## config.mk

```make
export PLATFORM = sky130hd
export DESIGN_NAME = keypad_code_lock_top
export DESIGN_NICKNAME = d
export VERILOG_FILES = /design/src/design/kcl_pkg.sv /design/src/design/keypad_code_lock_top.sv /design/src/design/kcl_entry.sv /design/src/design/kcl_code_store.sv
export SDC_FILE = /design/constraint.sdc
export NUM_CORES = 1
export LEC_CHECK = 0
export ABC_CLOCK_PERIOD_IN_PS = 3900
export BUFFER_PORTS_ARGS = -buffer_cell sky130_fd_sc_hd__buf_2
export CORE_ASPECT_RATIO = 0.6
export CORE_MARGIN = 1.5
export CORE_UTILIZATION = 56
export DETAILED_ROUTE_END_ITERATION = 6
export PLACE_DENSITY = 0.71
export SLEW_MARGIN = 0
export SYNTH_ARGS = -nofsm -noshare
export SYNTH_HDL_FRONTEND = slang
export SYNTH_HIERARCHICAL = 1
export SYNTH_SLANG_ARGS = --single-unit
```

## constraint.sdc

```tcl
create_clock -name clk -period 3.9 [get_ports clk]
set_input_delay 0.195 -clock clk [delete_from_list [all_inputs] [get_ports clk]]
set_output_delay 0.195 -clock clk [all_outputs]
set_load 0.01 [all_outputs]
```

## src/design/kcl_pkg.sv

```systemverilog
// ----------------------------------------------------------------------------
// kcl_pkg: shared types and constants of the keypad code lock
// Result codes, configuration register indexes, reset values and the
// command bundle from the decision logic to the storage units.
// ----------------------------------------------------------------------------
package kcl_pkg;

  localparam int KEY_W    = 8;
  localparam int MIN_W    = 4;
  localparam int HELD_W   = 4;
  localparam int CFG_IDX_W = 1;

  // Configuration register indexes
  localparam logic [CFG_IDX_W-1:0] CFG_ENTER_KEY  = 1'b0;
  localparam logic [CFG_IDX_W-1:0] CFG_MIN_DIGITS = 1'b1;

  // Configuration reset values
  localparam logic [KEY_W-1:0] ENTER_KEY_RESET  = 8'd68;
  localparam logic [MIN_W-1:0] MIN_DIGITS_RESET = 4'd4;

  // Result status codes
  typedef enum logic [2:0] {
    STATUS_DIGIT   = 3'd0,
    STATUS_SHORT   = 3'd1,
    STATUS_LONG    = 3'd2,
    STATUS_STORED  = 3'd3,
    STATUS_CORRECT = 3'd4,
    STATUS_WRONG   = 3'd5
  } status_t;

  // Update commands for one processed item
  typedef struct packed {
    logic append;
    logic clear;
    logic enroll;
  } entry_cmd_t;

endpackage

```

## src/design/keypad_code_lock_top.sv

```systemverilog
// ----------------------------------------------------------------------------
// keypad_code_lock_top: keypad combination lock
// Takes one key code per item and returns one status item per key.
// ----------------------------------------------------------------------------
// The lock accepts one key per clock cycle and returns exactly one result
// per key: the key is captured in an input register, decided against the
// entry buffer and the enrolled code, and written with the updated state
// into the result register. The entry and code state change as a key
// leaves the input register, so the following key already sees them.
// Throughput drops only while the result register is held by out_stall.
// Configuration writes are meant for idle periods only.
module keypad_code_lock_top #(
  parameter int MAX_DIGITS = 10
) (
  input  logic                            clk,
  input  logic                            rst,
  // configuration
  input  logic                            wr_en,
  input  logic [kcl_pkg::CFG_IDX_W-1:0]   wr_index,
  input  logic [kcl_pkg::KEY_W-1:0]       wr_data,
  // key channel
  input  logic                            in_valid,
  output logic                            in_stall,
  input  logic [kcl_pkg::KEY_W-1:0]       key_code,
  // result channel
  output logic                            out_valid,
  input  logic                            out_stall,
  output logic [2:0]                      status,
  output logic [kcl_pkg::HELD_W-1:0]      digits_held
);

  localparam int CNT_W = $clog2(MAX_DIGITS + 1);
  localparam int CMP_W = (CNT_W > kcl_pkg::MIN_W) ? CNT_W : kcl_pkg::MIN_W;
  localparam logic [CNT_W-1:0] MAX_CNT = CNT_W'(MAX_DIGITS);

  logic [kcl_pkg::KEY_W-1:0]  enter_key_code;
  logic [kcl_pkg::MIN_W-1:0]  min_digits;

  logic                       s1_valid;
  logic [kcl_pkg::KEY_W-1:0]  s1_key;
  logic                       advance;

  logic [CNT_W-1:0]                          entry_count;
  logic [MAX_DIGITS-1:0][kcl_pkg::KEY_W-1:0] entry_digits;
  logic                                      enrolled;
  logic                                      match;

  kcl_pkg::entry_cmd_t        dec_cmd;
  kcl_pkg::entry_cmd_t        cmd;
  kcl_pkg::status_t           status_next;
  logic [CNT_W-1:0]           count_next;

  kcl_pkg::status_t           out_status;
  logic [kcl_pkg::HELD_W-1:0] out_held;

  // Configuration registers
  always_ff @(posedge clk) begin
    if (rst) begin
      enter_key_code <= kcl_pkg::ENTER_KEY_RESET;
      min_digits     <= kcl_pkg::MIN_DIGITS_RESET;
    end else if (wr_en) begin
      case (wr_index)
        kcl_pkg::CFG_ENTER_KEY:  enter_key_code <= wr_data;
        kcl_pkg::CFG_MIN_DIGITS: min_digits     <= wr_data[kcl_pkg::MIN_W-1:0];
        default: ;
      endcase
    end
  end

  // Handshake: the input register moves on when the result register frees up
  assign advance  = s1_valid && (!out_valid || !out_stall);
  assign in_stall = s1_valid && !advance;

  // Input register
  always_ff @(posedge clk) begin
    if (rst) begin
      s1_valid <= 1'b0;
    end else if (in_valid && !in_stall) begin
      s1_valid <= 1'b1;
    end else if (advance) begin
      s1_valid <= 1'b0;
    end
  end

  always_ff @(posedge clk) begin
    if (in_valid && !in_stall) begin
      s1_key <= key_code;
    end
  end

  // Decide the outcome of the key in the input register
  always_comb begin
    dec_cmd     = '0;
    status_next = kcl_pkg::STATUS_DIGIT;
    count_next  = '0;
    if (s1_key != enter_key_code) begin
      if (entry_count < MAX_CNT) begin
        dec_cmd.append = 1'b1;
        count_next     = entry_count + CNT_W'(1);
      end else begin
        dec_cmd.clear = 1'b1;
        status_next   = kcl_pkg::STATUS_LONG;
      end
    end else if (CMP_W'(entry_count) < CMP_W'(min_digits)) begin
      dec_cmd.clear = 1'b1;
      status_next   = kcl_pkg::STATUS_SHORT;
    end else if (!enrolled) begin
      dec_cmd.clear  = 1'b1;
      dec_cmd.enroll = 1'b1;
      status_next    = kcl_pkg::STATUS_STORED;
    end else begin
      dec_cmd.clear = 1'b1;
      status_next   = match ? kcl_pkg::STATUS_CORRECT : kcl_pkg::STATUS_WRONG;
    end
  end

  // Commit state only when the item moves to the result register
  assign cmd = advance ? dec_cmd : '0;

  kcl_entry #(
    .MAX_DIGITS (MAX_DIGITS)
  ) u_entry (
    .clk    (clk),
    .rst    (rst),
    .cmd    (cmd),
    .key    (s1_key),
    .count  (entry_count),
    .digits (entry_digits)
  );

  kcl_code_store #(
    .MAX_DIGITS (MAX_DIGITS)
  ) u_code_store (
    .clk          (clk),
    .rst          (rst),
    .cmd          (cmd),
    .entry_count  (entry_count),
    .entry_digits (entry_digits),
    .enrolled     (enrolled),
    .match        (match)
  );

  // Result register
  always_ff @(posedge clk) begin
    if (rst) begin
      out_valid <= 1'b0;
    end else if (advance) begin
      out_valid <= 1'b1;
    end else if (!out_stall) begin
      out_valid <= 1'b0;
    end
  end

  always_ff @(posedge clk) begin
    if (advance) begin
      out_status <= status_next;
      out_held   <= kcl_pkg::HELD_W'(count_next);
    end
  end

  assign status      = out_status;
  assign digits_held = out_held;

endmodule

```

## src/design/kcl_entry.sv

```systemverilog
// ----------------------------------------------------------------------------
// kcl_entry: entry buffer of the keypad code lock
// Holds the digits typed since the last clear and their count.
// ----------------------------------------------------------------------------
module kcl_entry #(
  parameter int MAX_DIGITS = 10
) (
  input  logic                                     clk,
  input  logic                                     rst,
  input  kcl_pkg::entry_cmd_t                      cmd,
  input  logic [kcl_pkg::KEY_W-1:0]                key,
  output logic [$clog2(MAX_DIGITS+1)-1:0]          count,
  output logic [MAX_DIGITS-1:0][kcl_pkg::KEY_W-1:0] digits
);

  localparam int CNT_W = $clog2(MAX_DIGITS + 1);
  localparam int IDX_W = $clog2(MAX_DIGITS);

  logic [MAX_DIGITS-1:0][kcl_pkg::KEY_W-1:0] entry_buffer;
  logic [CNT_W-1:0]                          entry_count;

  // Advance the count on append, drop it on clear
  always_ff @(posedge clk) begin
    if (rst) begin
      entry_count <= '0;
    end else if (cmd.append) begin
      entry_count <= entry_count + CNT_W'(1);
    end else if (cmd.clear) begin
      entry_count <= '0;
    end
  end

  // Store the digit at the next free position
  always_ff @(posedge clk) begin
    if (cmd.append) begin
      entry_buffer[entry_count[IDX_W-1:0]] <= key;
    end
  end

  assign count  = entry_count;
  assign digits = entry_buffer;

endmodule

```

## src/design/kcl_code_store.sv

```systemverilog
// ----------------------------------------------------------------------------
// kcl_code_store: enrolled code of the keypad code lock
// Keeps the enrolled code and its length and compares the entry against it.
// ----------------------------------------------------------------------------
module kcl_code_store #(
  parameter int MAX_DIGITS = 10
) (
  input  logic                                      clk,
  input  logic                                      rst,
  input  kcl_pkg::entry_cmd_t                       cmd,
  input  logic [$clog2(MAX_DIGITS+1)-1:0]           entry_count,
  input  logic [MAX_DIGITS-1:0][kcl_pkg::KEY_W-1:0] entry_digits,
  output logic                                      enrolled,
  output logic                                      match
);

  localparam int CNT_W = $clog2(MAX_DIGITS + 1);

  logic [MAX_DIGITS-1:0][kcl_pkg::KEY_W-1:0] stored_code;
  logic [CNT_W-1:0]                          stored_length;
  logic                                      code_enrolled;
  logic [MAX_DIGITS-1:0]                     digit_ok;

  // Take the entry as the code on enrollment
  always_ff @(posedge clk) begin
    if (rst) begin
      code_enrolled <= 1'b0;
      stored_length <= '0;
    end else if (cmd.enroll) begin
      code_enrolled <= 1'b1;
      stored_length <= entry_count;
    end
  end

  always_ff @(posedge clk) begin
    if (cmd.enroll) begin
      stored_code <= entry_digits;
    end
  end

  // Compare every position in parallel; positions past the entry always pass
  always_comb begin
    for (int i = 0; i < MAX_DIGITS; i++) begin
      digit_ok[i] = (CNT_W'(i) >= entry_count) || (entry_digits[i] == stored_code[i]);
    end
  end

  assign match    = (entry_count == stored_length) && (&digit_ok);
  assign enrolled = code_enrolled;

endmodule
```

After elaboration in Yosys (flattened, before gate mapping)
Cells that the tools add are included.
{"block": "word_totals", "latch_bits": 0, "romBits": 0, "mem_count": 0, "input_bits": 22, "out_inout_bits": 9, "regBits": 198, "ram_bits": 0, "word_cells": 107}
{"block": "op_classes", "n_mul": 0, "n_eq_ne": 13, "div": 0, "n_lt_le_gt_ge": 14, "muxes": 22, "reduce_logical": 26, "n_addsub": 1, "n_bitwise": 1, "shift": 0}
{"cell": "$bwmux 80", "n": 1}
{"cell": "$eq 8x8->1", "n": 10}
{"cell": "$demux 8 s4", "n": 1}
{"cell": "$ge 3x4->1 const A", "n": 4}
{"cell": "$mux 1", "n": 12}
{"cell": "$mux 3", "n": 4}
{"cell": "$logic_or 1x1->1", "n": 11}
{"cell": "$reduce_and 10->1", "n": 1}
{"cell": "$ge 1x4->1 const A", "n": 2}
{"cell": "$ge 2x4->1 const A", "n": 2}
{"cell": "$ge 4x4->1 const A", "n": 2}
{"cell": "$mux 4", "n": 2}
{"cell": "$mux 8", "n": 1}
{"cell": "$ne 8x8->1", "n": 1}
{"cell": "$reduce_and 2->1", "n": 3}
{"cell": "$logic_and 1x1->1", "n": 5}
{"cell": "$lt 4x5->1 const B", "n": 1}
{"cell": "$add 4x1->4 const B", "n": 1}
{"cell": "$eq 4x4->1", "n": 1}
{"cell": "$ge 4x1->1 const B", "n": 1}
{"cell": "$logic_not 1->1", "n": 4}
{"cell": "$lt 4x4->1", "n": 1}
{"cell": "$lt 4x4->1 const B", "n": 1}
{"cell": "$reduce_bool 2->1", "n": 2}
{"cell": "other kinds (3)", "n": 3}

Longest topological paths before layout
{"block": "depth", "word_depth": 8, "ltp_mapped": 9, "depth_no_buf": 8}

Modules after synthesis
Netlist, hierarchy kept.
{"module": "kcl_code_store", "area_each_um2": 3562.2, "seq_area_each_um2": 2502.4, "n_inst": 1, "cells_each": 221}
{"module": "kcl_entry", "area_each_um2": 2716.4, "seq_area_each_um2": 2482.4, "n_inst": 1, "cells_each": 122}
{"module": "keypad_code_lock_top", "area_each_um2": 1266.2, "seq_area_each_um2": 730.7, "n_inst": 1, "cells_each": 119}

Worst setup path before layout
OpenSTA, ideal clock, no wires.
{"block": "synth_timing", "path_type": "register to register", "from": "reg out_valid", "to": "reg u_code_store.stored_length[3]", "setup_time_ns": 0.115, "path_slack_ns": 0.912, "stages_incl_launch_ff": 6, "required_ns": 3.785, "n_path_buf": 1, "period_less_slack_ns": 2.988, "arrival_ns": 2.873, "cell_sequence": "dfxtp_1 -> a21boi_0 -> and3_2 -> clkbuf_1 -> mux2i_1 -> nor2_1"}
{"item": "start, declared", "line": "keypad_code_lock_top.sv:26", "text": "output logic out_valid,"}
{"item": "start signal, assigned", "line": "keypad_code_lock_top.sv:146", "text": "out_valid <= 1'b0;"}
{"item": "start signal, assigned", "line": "keypad_code_lock_top.sv:148", "text": "out_valid <= 1'b1;"}
{"item": "start signal, assigned", "line": "keypad_code_lock_top.sv:150", "text": "out_valid <= 1'b0;"}
{"item": "end signal, assigned", "line": "kcl_code_store.sv:31", "text": "stored_length <= entry_count;"}
{"item": "end, declared", "line": "kcl_code_store.sv:20", "text": "logic [CNT_W-1:0] stored_length;"}

==> parameters.txt <==
Parameter                              Value

Final layout
  Number of nets in the layout    ~560
  Utilization after layout    between 60% and 70%
  Signed area change from the synthesized netlist to the final layout    15.1%
  Ratio of cells with drive above 1 in the final layout    between 10% and 20%
  Total inserted antenna cells    0

Timing
  Worst-case headroom to the max-slew limit    approximately 47%
  RSZ-0062 raised after global routing    no
  Fin. max-slew vios    0
  Hold Worst Slack    between 0.015 and 0.02 ns
  Final critical-path setup slack    about 1.1 ns
  Final hold vios    0
  Shortest clock period the worst path allows after layout    between 2 and 3 ns
  Sum of negative setup slack    0 ns
  Slew at the pin closest to its max-slew limit    0.790 ns
  Worst Clk Skew    0.0125 ns
  Setup violators final    0
  Period Utilization, post-route    roughly 73%
  Maximum clock rate    approximately 350 MHz

Placement
  Detailed placement HPWL    around 8800 µm
  Port Buf Inserts    30
  Worst slack after detailed placement    1.10 ns
  Final weighted congestion in routability-driven placement    slightly below 0.8

Yosys
  Most frequently used cell type in the post-synthesis netlist    sky130_fd_sc_hd__edfxtp_1
  Most area-hungry cell type in the Yosys netlist    sky130_fd_sc_hd__edfxtp_1
  Unique masters post-synth    44
  Commonest cells post-synth    175 x sky130_fd_sc_hd__edfxtp_1, 52 x sky130_fd_sc_hd__xor2_1, 40 x sky130_fd_sc_hd__xnor2_1
  Top post-synthesis cells by area    sky130_fd_sc_hd__edfxtp_1 70%, sky130_fd_sc_hd__dfxtp_1 6.1%, sky130_fd_sc_hd__xor2_1 6.0%, sky130_fd_sc_hd__xnor2_1 4.6%, sky130_fd_sc_hd__a21oi_1 1.3%
  Syn_area_per_cell    roughly 16 µm²
  Number of enable flip-flop cells after synthesis    about 180
  Most used flip-flop cell after synthesis    sky130_fd_sc_hd__edfxtp_1
  Mapped cell area    7540 µm²
  Area share of the largest cell type after synthesis    a little over two thirds
  Total of flip-flops plus latches after synthesis    a little under 200
  Share of synthesized area occupied by flip-flops and latches    75.8%
  Count of yosys warnings during synthesis    6
  Async SR Flop Fraction    0%
  Syn Inst Count    roughly 460
  Syn_nets    slightly below 500

Global route
  Met3 Resource Use GR    under 10%
  Global-route wire length before repair    approximately 21000 µm
  Total overflow reported by the global router    0
  Maximum number of pins on one net before global-route repair    50
  Vias in the first global route    3768
  Routing usage on met2    about 29%
  Global routing's busiest layer    met1
  Number of antenna violations at the first check in global routing    0
  Met1 Use GR    roughly a third
  Overall track demand over capacity in global routing    between 20% and 30%

Clock tree
  Clock input transition at the sequential cells of the worst setup and hold paths    ~0.07 ns
  Clk root buf    sky130_fd_sc_hd__clkbuf_16
  Number of buffers created by CTS    17
  Max Root-Sink Buffers    2
  Clock tree from TritonCTS    done
  Number of sinks on the clock net    between 150 and 200
  Resize count post-CTS    0
  Number of H-tree branching levels    4
  Post-CTS setup repair buffer count    0
  Worst-skew pair later-pin latency    0.42 ns
  Number of buffers inserted by hold repair at cts    12

Worst setup path
  Biggest fanout along the worst timing path    just under 50
  Crit path depth    5
  Classification of the worst setup path    reg2reg
  Flop2flop setup slack    roughly 1.1 ns
  Max stage delay cell, worst path    sky130_fd_sc_hd__dfxtp_1
  Type of element capturing the critical path    register
  Chain of cells forming the critical path    ha_1 -> nor3_1 -> a211oi_1 -> and3_4 -> buf_12
  CP top delay family    flip-flops
  Count of cells along the worst register-to-register path    5
  Critical path buffer and inverter count    1
  Worst EP required    between 4 and 5 ns
  Slowest cell delay on critical path    0.77 ns
  Data arrival time of the worst path    roughly 3.0 ns
  Type of origin of the critical path    register

Floorplan
  Chip Width    around 150 µm
  Area of the core    between 10000 and 15000 µm²
  Die footprint    roughly 14000 µm²
  Placement row count    32
  Starting density of the core    between 50% and 60%
  Die extent in y    about 93 µm
  Count of pins on the block boundary    31

Drt
  Number of nets still failing antenna checks after routing    0
  Via density    5.44
  DR vias    3856
  Iter 0 DRT Violations    245
  Number of DRC violations after detailed routing    0
  Total detailed-routing wirelength    approximately 13000 µm
  Average routed wire per standard cell    roughly 19 µm
  First-pass detailed-route iteration total    4

Power and ir drop
  Leakage power total    between 2 and 3 nW
  Maximum vdd ir drop    279 µV
  Total power divided by cell area    ~480 nW/µm²
  Post-route total power    between 0.004 and 0.005 W

Outcome
  Run status    complete, no violations

Hold path
  Count of cells along the worst hold path    3
  Class of the most critical hold timing path    in2reg

Job
  # Max-Cap Violations    0
-- registers in the layout, indices dropped and copies added (netlist names) --
name and flops:
digits_held 4, u_entry/count 4, out_valid 1, u_code_store/stored_code 80, u_entry/digits 80, min_digits 4, u_code_store/enrolled 1, enter_key_code 8
status 3, s1_valid 1, u_code_store/stored_length 4, s1_key 8
-- layout make-up --
type                            count  area (µm²)
Fill cell                         887        4330
Clock inverter                      9        77.6
Clock buffer                       23         520
Tap cell                          170         213
Inverter                            6        22.5
Sequential cell                   198        5720
Timing Repair Buffer               52         358
Multi-Input combinational cell    251        1780
-- per-layer routing --
metal | up-vias | part of all wire, %
met4 | 0 | 1.2
li1 | 1844 | -
met5 | - | 0
met3 | 12 | 5.1
met1 | 1909 | 51
met2 | 91 | 42
-- cell usage in the layout (no fill, tap or decap), types with 4 or more instances in the layout --
cell	n
sky130_fd_sc_hd__nand3_1	4
sky130_fd_sc_hd__nand4_1	12
sky130_fd_sc_hd__nand2_1	26
sky130_fd_sc_hd__nor3_1	8
sky130_fd_sc_hd__dlygate4sd3_1	12
sky130_fd_sc_hd__dfxtp_1	23
sky130_fd_sc_hd__edfxtp_1	175
sky130_fd_sc_hd__inv_1	6
sky130_fd_sc_hd__a21oi_1	20
sky130_fd_sc_hd__xor2_1	52
sky130_fd_sc_hd__xnor2_1	40
sky130_fd_sc_hd__nor3b_1	5
sky130_fd_sc_hd__nor4_1	13
sky130_fd_sc_hd__ha_1	8
sky130_fd_sc_hd__clkbuf_16	19
sky130_fd_sc_hd__mux2i_1	4
sky130_fd_sc_hd__buf_2	30
sky130_fd_sc_hd__buf_4	9
sky130_fd_sc_hd__nor2_1	21
-- metrics by stage --
stage,instances,instance area (µm²)
2_1_floorplan,462,7540
3_3_place_gp,665,7970
3_5_place_dp,665,7970
4_1_cts,709,8680
5_1_grt,709,8680
6_report,709,8680
-- final timing paths --
check	start	endpoint
max	u_entry/count[1]	u_code_store/stored_code[42]
min	wr_data[4]	enter_key_code[4]
max reg2reg	u_entry/count[1]	u_code_store/stored_code[42]
min reg2reg	min_digits[3]	min_digits[3]
-- power by group --
group | internal, W | switching, W | total, W
registers | 0.00232 | 0.0000338 | 0.00235
clock network | 0.000960 | 0.000762 | 0.00172
logic | 0.0000467 | 0.0000540 | 0.000101
total | 0.00332 | 0.000850 | 0.00417
-- logic make-up (layout without fill, tap and decap cells) --
family | Yosys count | in the layout | synth area share (%)
flip-flops | 198 | 198 | 75.8
AND/OR/NAND/NOR | 105 | 105 | 7.23
XOR/XNOR | 92 | 92 | 10.7
AO/OA/AOI/OAI | 39 | 39 | 3.18
buffers and inverters | 13 | 90 | 0.746
adder cells (fa/ha/maj) | 9 | 9 | 1.48
multiplexers | 6 | 6 | 0.929
-- tightest hold or removal path: cells and delay by family --
family	cells	cell delay, ns
compound gates	1	0.05
buf+inv	1	0.10
simple gates	1	0.05
No activity file was read; power rests on OpenSTA's default activity.
